`src/rtl/core/mcoc_pkg.sv`:
```
// Package for the MAC class / OUI cache unit.
// Holds request codes, class codes, address prefixes and shared types.
// No dependencies.
package mcoc_pkg;

    // Default sizing
    localparam int CACHE_ENTRIES_DEF = 64;
    localparam int VENDOR_BITS_DEF   = 16;

    // Fixed field widths
    localparam int MAC_W    = 48;
    localparam int OUI_W    = 24;
    localparam int HANDLE_W = 16;
    localparam int CLASS_W  = 3;

    // Request kinds (carried in tuser)
    localparam logic FUNC_LOOKUP = 1'b0;
    localparam logic FUNC_INSERT = 1'b1;

    // Special address patterns
    localparam logic [MAC_W-1:0] BCAST_MAC     = 48'hFFFF_FFFF_FFFF;
    localparam logic [15:0]      MCAST6_PREFIX = 16'h3333;
    localparam logic [23:0]      MCAST4_PREFIX = 24'h01005E;
    localparam int               LOCAL_BIT     = 1;

    typedef enum logic [CLASS_W-1:0] {
        CLS_BCAST  = 3'd0,
        CLS_MCAST6 = 3'd1,
        CLS_MCAST4 = 3'd2,
        CLS_RANDOM = 3'd3,
        CLS_HIT    = 3'd4,
        CLS_MISS   = 3'd5
    } t_mac_class;

    typedef enum logic [1:0] {
        ST_IDLE,
        ST_SCAN,
        ST_DONE
    } t_ctl_state;

    // One classification result
    typedef struct packed {
        t_mac_class            mac_class;
        logic [HANDLE_W-1:0]   vendor_handle;
    } t_result;

endpackage

```
`src/rtl/core/mcoc_mem.sv`:
```
// OUI / vendor handle storage: one write port, one read port, registered read data.
// Depends on mcoc_pkg.
module mcoc_mem #(
    parameter int CACHE_ENTRIES = mcoc_pkg::CACHE_ENTRIES_DEF,
    parameter int VENDOR_BITS   = mcoc_pkg::VENDOR_BITS_DEF,
    parameter int IDX_W         = (CACHE_ENTRIES > 1) ? $clog2(CACHE_ENTRIES) : 1
) (
    input  logic                        i_clk,
    input  logic                        i_wr_en,
    input  logic [IDX_W-1:0]            i_wr_addr,
    input  logic [mcoc_pkg::OUI_W-1:0]  i_wr_oui,
    input  logic [VENDOR_BITS-1:0]      i_wr_vendor,
    input  logic                        i_rd_en,
    input  logic [IDX_W-1:0]            i_rd_addr,
    output logic [mcoc_pkg::OUI_W-1:0]  o_rd_oui,
    output logic [VENDOR_BITS-1:0]      o_rd_vendor
);
    import mcoc_pkg::*;

    logic [OUI_W-1:0]       r_oui_mem    [CACHE_ENTRIES];
    logic [VENDOR_BITS-1:0] r_vendor_mem [CACHE_ENTRIES];

    // Write port
    always_ff @(posedge i_clk) begin
        if (i_wr_en) begin
            r_oui_mem[i_wr_addr]    <= i_wr_oui;
            r_vendor_mem[i_wr_addr] <= i_wr_vendor;
        end
    end

    // Read port, registered read data
    always_ff @(posedge i_clk) begin
        if (i_rd_en) begin
            o_rd_oui    <= r_oui_mem[i_rd_addr];
            o_rd_vendor <= r_vendor_mem[i_rd_addr];
        end
    end

endmodule

```
`src/rtl/core/mcoc_ctl.sv`:
```
// Request controller: classifies special addresses, runs inserts and scans the cache.
// Depends on mcoc_pkg; drives the ports of mcoc_mem.
module mcoc_ctl #(
    parameter int CACHE_ENTRIES = mcoc_pkg::CACHE_ENTRIES_DEF,
    parameter int VENDOR_BITS   = mcoc_pkg::VENDOR_BITS_DEF,
    parameter int IDX_W         = (CACHE_ENTRIES > 1) ? $clog2(CACHE_ENTRIES) : 1
) (
    input  logic                          i_clk,
    input  logic                          i_rst_n,
    // request side
    input  logic                          i_req_valid,
    output logic                          o_req_ready,
    input  logic                          i_req_func,
    input  logic [mcoc_pkg::MAC_W-1:0]    i_req_mac,
    input  logic [mcoc_pkg::HANDLE_W-1:0] i_req_vendor,
    // result side
    output logic                          o_res_valid,
    input  logic                          i_res_ready,
    output mcoc_pkg::t_result             o_res,
    // memory ports
    output logic                          o_wr_en,
    output logic [IDX_W-1:0]              o_wr_addr,
    output logic [mcoc_pkg::OUI_W-1:0]    o_wr_oui,
    output logic [VENDOR_BITS-1:0]        o_wr_vendor,
    output logic                          o_rd_en,
    output logic [IDX_W-1:0]              o_rd_addr,
    input  logic [mcoc_pkg::OUI_W-1:0]    i_rd_oui,
    input  logic [VENDOR_BITS-1:0]        i_rd_vendor
);
    import mcoc_pkg::*;

    localparam int FILL_W = $clog2(CACHE_ENTRIES + 1);

    t_ctl_state         r_state, n_state;
    logic [FILL_W-1:0]  r_fill, n_fill;
    logic [IDX_W-1:0]   r_ptr, n_ptr;
    logic [IDX_W-1:0]   r_idx, n_idx;
    logic               r_issue, n_issue;
    logic               r_pend, n_pend;
    logic               r_pend_last, n_pend_last;
    logic [OUI_W-1:0]   r_key, n_key;
    t_result            r_res, n_res;

    logic               w_accept;
    logic               w_idx_last;
    logic [7:0]         w_b0;
    t_mac_class         w_pre_class;
    logic               w_pre_hit;

    assign w_accept   = i_req_valid && o_req_ready;
    assign w_idx_last = ((FILL_W'(r_idx) + FILL_W'(1)) == r_fill);
    assign w_b0       = i_req_mac[MAC_W-1 -: 8];

    // Priority classification of special addresses
    always_comb begin
        w_pre_hit   = 1'b1;
        w_pre_class = CLS_MISS;
        if (i_req_mac == BCAST_MAC) begin
            w_pre_class = CLS_BCAST;
        end else if (i_req_mac[MAC_W-1 -: 16] == MCAST6_PREFIX) begin
            w_pre_class = CLS_MCAST6;
        end else if (i_req_mac[MAC_W-1 -: 24] == MCAST4_PREFIX) begin
            w_pre_class = CLS_MCAST4;
        end else if (w_b0[LOCAL_BIT]) begin
            w_pre_class = CLS_RANDOM;
        end else begin
            w_pre_hit   = 1'b0;
        end
    end

    // Control registers
    always_ff @(posedge i_clk) begin
        if (!i_rst_n) begin
            r_state     <= ST_IDLE;
            r_fill      <= '0;
            r_ptr       <= '0;
            r_issue     <= 1'b0;
            r_pend      <= 1'b0;
            r_pend_last <= 1'b0;
        end else begin
            r_state     <= n_state;
            r_fill      <= n_fill;
            r_ptr       <= n_ptr;
            r_issue     <= n_issue;
            r_pend      <= n_pend;
            r_pend_last <= n_pend_last;
        end
    end

    // Payload registers
    always_ff @(posedge i_clk) begin
        r_idx <= n_idx;
        r_key <= n_key;
        r_res <= n_res;
    end

    // Next state and outputs
    always_comb begin
        n_state     = r_state;
        n_fill      = r_fill;
        n_ptr       = r_ptr;
        n_idx       = r_idx;
        n_issue     = r_issue;
        n_pend      = r_pend;
        n_pend_last = r_pend_last;
        n_key       = r_key;
        n_res       = r_res;

        o_req_ready = 1'b0;
        o_res_valid = 1'b0;
        o_wr_en     = 1'b0;
        o_wr_addr   = r_ptr;
        o_wr_oui    = i_req_mac[MAC_W-1 -: OUI_W];
        o_wr_vendor = VENDOR_BITS'(i_req_vendor);
        o_rd_en     = 1'b0;
        o_rd_addr   = r_idx;

        unique case (r_state)
            ST_IDLE: begin
                o_req_ready = 1'b1;
                if (w_accept) begin
                    if (i_req_func == FUNC_INSERT) begin
                        // write at the round-robin pointer, oldest entry goes first
                        o_wr_en = 1'b1;
                        if (r_fill != FILL_W'(CACHE_ENTRIES)) begin
                            n_fill = r_fill + FILL_W'(1);
                        end
                        if (r_ptr == IDX_W'(CACHE_ENTRIES - 1)) begin
                            n_ptr = '0;
                        end else begin
                            n_ptr = r_ptr + IDX_W'(1);
                        end
                    end else begin
                        n_key             = i_req_mac[MAC_W-1 -: OUI_W];
                        n_res.vendor_handle = '0;
                        n_res.mac_class   = w_pre_class;
                        if (w_pre_hit || (r_fill == '0)) begin
                            n_state = ST_DONE;
                        end else begin
                            n_state     = ST_SCAN;
                            n_idx       = '0;
                            n_issue     = 1'b1;
                            n_pend      = 1'b0;
                            n_pend_last = 1'b0;
                        end
                    end
                end
            end
            ST_SCAN: begin
                // issue one read per cycle, compare the data in the next cycle
                o_rd_en = r_issue;
                n_pend  = r_issue;
                if (r_issue) begin
                    n_idx       = r_idx + IDX_W'(1);
                    n_pend_last = w_idx_last;
                    n_issue     = !w_idx_last;
                end
                if (r_pend) begin
                    if (i_rd_oui == r_key) begin
                        n_res.mac_class     = CLS_HIT;
                        n_res.vendor_handle = HANDLE_W'(i_rd_vendor);
                        n_state             = ST_DONE;
                        n_issue             = 1'b0;
                        n_pend              = 1'b0;
                    end else if (r_pend_last) begin
                        n_res.mac_class = CLS_MISS;
                        n_state         = ST_DONE;
                        n_issue         = 1'b0;
                        n_pend          = 1'b0;
                    end
                end
            end
            ST_DONE: begin
                o_res_valid = 1'b1;
                if (i_res_ready) begin
                    n_state = ST_IDLE;
                end
            end
            default: begin
                n_state = ST_IDLE;
            end
        endcase
    end

    assign o_res = r_res;

endmodule

```
`src/rtl/core/mac_class_oui_cache_unit.sv`:
```
// MAC address classifier with an OUI cache, top level.
// Depends on mcoc_pkg, mcoc_mem and mcoc_ctl.

// A lookup request classifies a MAC address as broadcast, IPv6 multicast,
// IPv4 multicast or locally administered, and otherwise scans the OUI cache
// from entry 0 upward; the first matching entry returns its vendor handle, else
// the result is a miss. An insert request writes the OUI and handle at a
// round-robin pointer, replacing the oldest entry, and returns nothing. One
// request is in work at a time. A special address or a lookup on an empty cache
// skips the search; a cache search reads up to fill_count entries, at most
// CACHE_ENTRIES, with the single memory read port visiting one entry per cycle.
// A new request is taken while the last result still waits in the output
// register. No clearing pass follows reset.
module mac_class_oui_cache_unit #(
    parameter int CACHE_ENTRIES = mcoc_pkg::CACHE_ENTRIES_DEF,
    parameter int VENDOR_BITS   = mcoc_pkg::VENDOR_BITS_DEF
) (
    input  logic        i_clk,
    input  logic        i_rst_n,
    input  logic        s_axis_tvalid,
    output logic        s_axis_tready,
    input  logic [63:0] s_axis_tdata,   // [47:0] mac_address, [63:48] new_vendor
    input  logic        s_axis_tuser,   // [0] func
    output logic        m_axis_tvalid,
    input  logic        m_axis_tready,
    output logic [23:0] m_axis_tdata    // [2:0] mac_class, [18:3] vendor_handle, rest zero
);
    import mcoc_pkg::*;

    localparam int IDX_W = (CACHE_ENTRIES > 1) ? $clog2(CACHE_ENTRIES) : 1;

    logic                   w_res_valid;
    logic                   w_res_ready;
    t_result                w_res;
    logic                   w_wr_en;
    logic [IDX_W-1:0]       w_wr_addr;
    logic [OUI_W-1:0]       w_wr_oui;
    logic [VENDOR_BITS-1:0] w_wr_vendor;
    logic                   w_rd_en;
    logic [IDX_W-1:0]       w_rd_addr;
    logic [OUI_W-1:0]       w_rd_oui;
    logic [VENDOR_BITS-1:0] w_rd_vendor;

    logic                   r_out_valid;
    t_result                r_out;

    mcoc_ctl #(
        .CACHE_ENTRIES (CACHE_ENTRIES),
        .VENDOR_BITS   (VENDOR_BITS),
        .IDX_W         (IDX_W)
    ) u_ctl (
        .i_clk        (i_clk),
        .i_rst_n      (i_rst_n),
        .i_req_valid  (s_axis_tvalid),
        .o_req_ready  (s_axis_tready),
        .i_req_func   (s_axis_tuser),
        .i_req_mac    (s_axis_tdata[47:0]),
        .i_req_vendor (s_axis_tdata[63:48]),
        .o_res_valid  (w_res_valid),
        .i_res_ready  (w_res_ready),
        .o_res        (w_res),
        .o_wr_en      (w_wr_en),
        .o_wr_addr    (w_wr_addr),
        .o_wr_oui     (w_wr_oui),
        .o_wr_vendor  (w_wr_vendor),
        .o_rd_en      (w_rd_en),
        .o_rd_addr    (w_rd_addr),
        .i_rd_oui     (w_rd_oui),
        .i_rd_vendor  (w_rd_vendor)
    );

    mcoc_mem #(
        .CACHE_ENTRIES (CACHE_ENTRIES),
        .VENDOR_BITS   (VENDOR_BITS),
        .IDX_W         (IDX_W)
    ) u_mem (
        .i_clk       (i_clk),
        .i_wr_en     (w_wr_en),
        .i_wr_addr   (w_wr_addr),
        .i_wr_oui    (w_wr_oui),
        .i_wr_vendor (w_wr_vendor),
        .i_rd_en     (w_rd_en),
        .i_rd_addr   (w_rd_addr),
        .o_rd_oui    (w_rd_oui),
        .o_rd_vendor (w_rd_vendor)
    );

    // Output register: loads when empty or being drained
    assign w_res_ready = !r_out_valid || m_axis_tready;

    always_ff @(posedge i_clk) begin
        if (!i_rst_n) begin
            r_out_valid <= 1'b0;
        end else if (w_res_ready) begin
            r_out_valid <= w_res_valid;
        end
    end

    always_ff @(posedge i_clk) begin
        if (w_res_ready && w_res_valid) begin
            r_out <= w_res;
        end
    end

    assign m_axis_tvalid = r_out_valid;
    assign m_axis_tdata  = {5'd0, r_out.vendor_handle, r_out.mac_class};

    // The controller never offers a result while it takes a request
    a_ready_no_result: assert property (@(posedge i_clk) disable iff (!i_rst_n)
        s_axis_tready |-> !w_res_valid)
        else $error("request taken while a result is pending");

    // An insert yields no result in the following cycle
    a_insert_silent: assert property (@(posedge i_clk) disable iff (!i_rst_n)
        (s_axis_tvalid && s_axis_tready && (s_axis_tuser == FUNC_INSERT))
        |=> !w_res_valid)
        else $error("insert produced a result");

    // A handed-over result shows up on the output
    a_result_lands: assert property (@(posedge i_clk) disable iff (!i_rst_n)
        (w_res_valid && w_res_ready) |=> m_axis_tvalid)
        else $error("result lost at output register");

    // Non-hit results carry a zero handle
    a_handle_zero: assert property (@(posedge i_clk) disable iff (!i_rst_n)
        (m_axis_tvalid && (r_out.mac_class != CLS_HIT)) |-> (r_out.vendor_handle == '0))
        else $error("nonzero handle on non-hit result");

endmodule

```
`config.mk`:
```
export PLATFORM = sky130hd
export DESIGN_NAME = mac_class_oui_cache_unit
export DESIGN_NICKNAME = d
export VERILOG_FILES = /design/src/rtl/core/mcoc_pkg.sv /design/src/rtl/core/mcoc_mem.sv /design/src/rtl/core/mcoc_ctl.sv /design/src/rtl/core/mac_class_oui_cache_unit.sv
export SDC_FILE = /design/constraint.sdc
export NUM_CORES = 2
export LEC_CHECK = 0
export BUFFER_PORTS_ARGS = -buffer_cell sky130_fd_sc_hd__buf_2
export CAP_MARGIN = 20
export CORE_MARGIN = 2
export CORE_UTILIZATION = 25
export CTS_BUF_LIST = sky130_fd_sc_hd__clkbuf_8
export DETAILED_ROUTE_END_ITERATION = 10
export PLACE_DENSITY = 0.47
export SLEW_MARGIN = 10
export SYNTH_ARGS = -nofsm -noshare
export SYNTH_HDL_FRONTEND = slang
export SYNTH_HIERARCHICAL = 1
export SYNTH_SLANG_ARGS = --single-unit
```
`constraint.sdc`:
```
create_clock -name i_clk -period 5.54 [get_ports i_clk]
set_input_delay 1.108 -clock i_clk [delete_from_list [all_inputs] [get_ports i_clk]]
set_output_delay 1.108 -clock i_clk [all_outputs]
set_load 0.01 [all_outputs]
```
Yosys cells after proc, flatten, opt, wreduce, memory -nomap -nowiden
Memories as Yosys holds them, arrays and structs flattened. A register that Yosys moved wholly into a read port is not among the register bits.
Index checks and enable logic that the tools add are counted.
{"block": "op_classes", "muxes": 54, "n_eq_ne": 17, "n_addsub": 4, "reduce_logical": 17, "bitwise": 1}
{"cell": "$mux W19", "count": 3}
{"cell": "$eq A48 B48 Y1 const B", "count": 1}
{"cell": "$pmux W19 S2", "count": 1}
{"cell": "$mux W6", "count": 5}
{"cell": "$mux W1", "count": 26}
{"cell": "$eq A24 B17 Y1 const B", "count": 1}
{"cell": "$eq A24 B24 Y1", "count": 1}
{"cell": "$reduce_and A5 Y1", "count": 4}
{"cell": "$mux W3", "count": 6}
{"cell": "$eq A16 B14 Y1 const B", "count": 1}
{"cell": "$mux W16", "count": 1}
{"cell": "$mux W2", "count": 7}
{"cell": "$add A6 B1 Y6 const B", "count": 2}
{"cell": "$pmux W6 S2", "count": 1}
{"cell": "$ne A2 B1 Y1 const B", "count": 4}
{"cell": "$reduce_and A4 Y1", "count": 2}
{"cell": "$add A6 B1 Y7 const B", "count": 1}
{"cell": "$add A7 B1 Y7 const B", "count": 1}
{"cell": "$eq A7 B7 Y1", "count": 1}
{"cell": "$logic_not A7 Y1", "count": 1}
{"cell": "$ne A7 B7 Y1 const B", "count": 1}
{"cell": "$eq A6 B6 Y1 const B", "count": 1}
{"cell": "$ne A2 B2 Y1 const B", "count": 3}
{"cell": "$pmux W1 S2", "count": 3}
{"cell": "11 further kinds", "count": 15}
{"block": "word_totals", "inputBits": 69, "wordCells": 108, "memories": 2, "ff_bits": 87, "ramBits": 2560}
{"name": "u_mem.r_oui_mem", "depth": 64, "word_bits": 24, "read_ports": 1, "rd_ports_with_merged_regs": 1, "wr": 1, "line_no": "mcoc_mem.sv:20", "source": "logic [OUI_W-1:0] r_oui_mem [CACHE_ENTRIES];"}
{"name": "u_mem.r_vendor_mem", "depth": 64, "word_bits": 16, "read_ports": 1, "rd_ports_with_merged_regs": 1, "wr": 1, "line_no": "mcoc_mem.sv:21", "source": "logic [VENDOR_BITS-1:0] r_vendor_mem [CACHE_ENTRIES];"}

Longest topological paths before layout
{"block": "depth", "depth_word": 9, "ltp_mapped": 10, "ltp_nobuf": 7}

Modules after synthesis
Netlist, hierarchy kept.
{"module": "mcoc_mem", "area_each_um2": 98121.6, "cells_per_inst": 4229, "seq_area_each_um2": 78074.9, "n_inst": 1}
{"module": "mcoc_ctl", "area_each_um2": 3567.2, "cells_per_inst": 312, "seq_area_each_um2": 1831.8, "n_inst": 1}
{"module": "mac_class_oui_cache_unit", "area_each_um2": 669.4, "cells_per_inst": 30, "seq_area_each_um2": 590.6, "n_inst": 1}

Least setup slack after synthesis
No wires, ideal clock.
{"block": "synth_timing", "kind": "input to register", "startpoint": "input s_axis_tvalid", "endpoint": "memory u_mem.r_oui_mem[29][0], enable pin", "path_slack_ps": 1299, "t_required_ps": 5102, "t_arrival_ps": 3804, "setup_ps": 438, "path_stages": 5, "path_cell_list": "nor4bb_1 > buf_4 > nor2b_1 > nand3_1 > nor2_1"}
{"block": "synth_between", "elab_chain_len": 5}
{"item": "start: declaration", "line_no": "mac_class_oui_cache_unit.sv:20", "source": "input logic s_axis_tvalid,"}
{"item": "$logic_and A1 B1 Y1", "line_no": "mcoc_ctl.sv:50", "source": "assign w_accept = i_req_valid && o_req_ready;"}
{"item": "$mux W1", "line_no": "mcoc_ctl.sv:121", "source": "if (w_accept) begin"}
{"item": "$mux W1", "line_no": "mcoc_ctl.sv:118", "source": "unique case (r_state)"}
{"item": "named net w_wr_en", "line_no": "mac_class_oui_cache_unit.sv:35", "source": "logic w_wr_en;"}
{"item": "$mux W1", "line_no": "mcoc_mem.sv:25", "source": "if (i_wr_en) begin"}
{"item": "$mux W1 (not written as such)", "line_no": "mcoc_mem.sv:26", "source": "r_oui_mem[i_wr_addr] <= i_wr_oui;"}
{"item": "end: declaration", "line_no": "mcoc_mem.sv:20"}
The timed path passes the listed nets, and every way through them passes these cells.

==> reports/metrics.csv <==
stage,metric,value,unit
synth,yosysWarningCount,6,
finish,final_net_count,5137,
synth,syn_inst,4571,
pwr,p_int,0.0307,W
cts,cts_tree,yes,
grt,grtUsageTotal,0.146,
setup_path,crit_path_end_kind,flop,
cts,ctsResizeCount,0,
pwr,combPwrFrac,0.026,
floorplan,die_area,415000,sq um
setup_path,crit_type,reg -> reg,
placement,port_buffers,89,
finish,drive_gt1_frac,0.297,
grt,antenna_found_initial,25,
setup_path,crit_path_max_incr_delay,1.13,ns
placement,globalplace.congestion,0.795,
floorplan,core,407000,sq um
pwr,switchingPower,0.00869,W
floorplan,ios,95,
floorplan,start_util,0.252,
floorplan,fp.dieW,644,um
sta,timing.final.crit_share,0.752,
grt,grt_first_pass_wirelength,428000,um
pwr,p_seq_frac,0.569,
sta,drv_slew,0,
sta,hold_viol,0,
sta,relSlewSlack,0.216,
setup_path,cp_data_arrival_time,4.93,ns
sta,setup_viol,0,
sta,hold_slack,0.383,ns
floorplan,die_h,644,um
pwr,clkPwrFrac,0.405,
synth,synth-seq-cells,2687,
route,post_drt_wl_per_cell,28.7,um
cts,numClockSinks,2687,
worst_hold_path,hold_path_class,in -> reg,
cts,cts_max_level,5,
route,drtPass1Iterations,5,
synth,synth_edf_count,2668,
cts,cts-root-buf,clkbuf_8,
pwr,powerDensity,331,nW/um^2
sta,totalNegativeSetupSlack,0,ns
grt,grt_max_degree,103,
sta,max_freq,240,MHz
setup_path,critPathSlowestCell,edfxtp_1,
synth,syn_area,102000,sq um
setup_path,crit_required,6.31,ns
route,vias,50400,
setup_path,crit_top_cell,buf_4,
grt,grt-ovfl-total,0,
route,detail_route.vias_per_cell,4.65,
flow_run,cap_violations,0,
route,antenna_left,0,
cts,postCtsSetupBuffers,0,
setup_path,crit_fanout,34,
cts,hold_buffers,0,
sta,rsz0062_at_grt,false,
pwr,ir_drop,0.190,mV
cts,numCtsBuffers,428,
sta,fin_skew,0.0617,ns
cts,cts_buffer_depth,4,
setup_path,critPathLaunchType,flop,
floorplan,rows,234,
synth,synth-async-reset-ratio,0,
cts,clk_pin_slew,0.06,ns
pwr,swShare,0.221,
synth,synth_ff_type,edfxtp_1,
synth,seq_area_frac_synth,0.786,
setup_path,path_cells,buf_12 > buf_4 > buf_4 > mux4_2 > mux2_2 > nand2_1 > nand3_1 > and4_1,
run_status,outcome,completed,
synth,postSynthAreaPerCell,22.4,sq um
route,drtIter0Drc,4655,
cts,clk_latency,1.03,ns
pwr,leakagePower,36.5,nW
sta,finalCriticalPeriod,4.16,ns
placement,hpwlAfterDp,187000,um
finish,area_growth_syn_to_layout,16.1,%
sta,tightest_slew,1.18,ns
grt,grt_pass1_vias,52100,
route,wl,311000,um
route,drc,0,
synth,synth.distinct_cells,70,
kinds of logic after synthesis:
family | count (synthesis) | synth area share
other cells | 1 | 0.0000366
mux | 688 | 0.142
buf+inv | 305 | 0.0163
simple gates | 446 | 0.0233
flops | 2687 | 0.786
compound gates | 397 | 0.0278
fa+ha+maj | 4 | 0.000489
xor+xnor | 43 | 0.00383
critical path, delay by kind of cell (launching register included):
family / cells / cell delay (ns)
DFF: 1 / 1.13
muxes: 2 / 0.85
and+or+nand+nor: 3 / 0.84
buffers and inverters: 3 / 1.03
final timing paths:
check	start	to	slack [ns]	cells past startpoint
hold reg to reg	u_ctl/o_res[2]	m_axis_tdata[5]	0.42	0
setup / recovery	u_ctl/o_rd_addr[0]	u_mem/o_rd_vendor[8]	1.38	8
setup reg to reg	u_ctl/o_rd_addr[0]	u_mem/o_rd_vendor[8]	1.38	8
hold / removal	s_axis_tdata[54]	u_mem/r_vendor_mem[46][6]	0.38	1
synthesized netlist by cell type (all sizes together), types with 4 or more instances:
master  instances  area [sq um]
a211oi         46           345
a21oi          17          85.1
a22oi          70           526
a31oi           8          50.1
and2           23           146
and4            8          70.1
buf           179          1190
clkbuf        114           428
dfxtp          19           380
edfxtp       2668         80100
ha              4          50.1
inv            12          45.0
mux2i          77           771
mux4          610         13700
nand2          51           191
nand2b         14          95.1
nand3          52           260
nand4          35           255
nor2          120           453
nor2b          51           322
nor3           28           140
nor4           38           268
o211a           8          80.1
o211ai         11          82.6
o21ai          16          80.1
o221ai         31           272
o22a           25           219
o22ai         146           913
or2            10          62.6
or3             5          31.3
xnor2           8          70.1
xor2           34           298
flip-flops by register name, summed over array words and instances (netlist names):
| signal | count |
|---|---|
| u_ctl/r_pend_last | 1 |
| u_ctl/r_key | 24 |
| u_mem/o_rd_vendor | 16 |
| u_ctl/o_wr_addr | 6 |
| u_ctl/r_issue | 1 |
| u_ctl/o_res | 19 |
| u_ctl/r_state | 2 |
| u_mem/r_oui_mem | 1536 |
| u_ctl/o_rd_addr | 6 |
| m_axis_tdata | 19 |
| m_axis_tvalid | 1 |
| u_ctl/r_pend | 1 |
| u_ctl/r_fill | 7 |
| u_mem/r_vendor_mem | 1024 |
| u_mem/o_rd_oui | 24 |
metal layers:
layer  up-vias  part of all wire  track usage
met1     27900              0.41        0.187
met3       420             0.051       0.0237
met5         -           0.00023            0
li1      20500                 -            -
met2      1625              0.50        0.254
met4        12             0.029       0.0451
cell usage in the layout, fill, tap and decap left out, types with 20 or more instances in the layout:
master,n
and2_1,20
clkbuf_8,435
buf_2,86
nor4_1,29
inv_1,135
a22oi_1,70
xor2_1,34
nand3_1,51
clkinv_1,119
a211oi_1,46
nor3_1,28
nor2b_1,45
buf_12,30
nor2_4,66
o22a_1,25
edfxtp_1,2668
nor2_1,53
o221ai_1,31
clkinv_2,51
mux2i_1,77
nand4_1,32
buf_4,235
o22ai_1,146
nand2_1,48
mux4_2,610
cell type report:
class | instances | area [sq um]
Antenna cell | 17 | 42.5
Clock buffer | 435 | 5990
Clock inverter | 331 | 1860
Fill cell | 39800 | 288000
Inverter | 12 | 45.0
Multi-Input combinational cell | 1583 | 20800
Sequential cell | 2687 | 80500
Tap cell | 5428 | 6790
Timing Repair Buffer | 352 | 2820
metrics by stage:
stage	setup WS (ns)	cell area [sq um]	cells	utilization	total power (W)
after floorplan	1.30	102000	4575	-	0.0233
after global placement	1.05	111000	10100	0.273	0.0239
after detailed placement	1.20	111000	10100	0.273	0.0239
after CTS	1.34	119000	10800	0.292	0.0399
after global routing	1.28	119000	10800	0.292	0.0407
final	1.38	119000	10800	0.292	0.0394
power by group through the flow:
stage                     sequential [W]  combinational, W  clock (W)
after floorplan                   0.0228          0.000481          0
after global placement            0.0229           0.00102          0
after detailed placement          0.0229           0.00104          0
after CTS                         0.0224           0.00104     0.0164
after global routing              0.0224           0.00107     0.0172
final                             0.0224           0.00101     0.0160
Power figures use the tool's default switching activity.
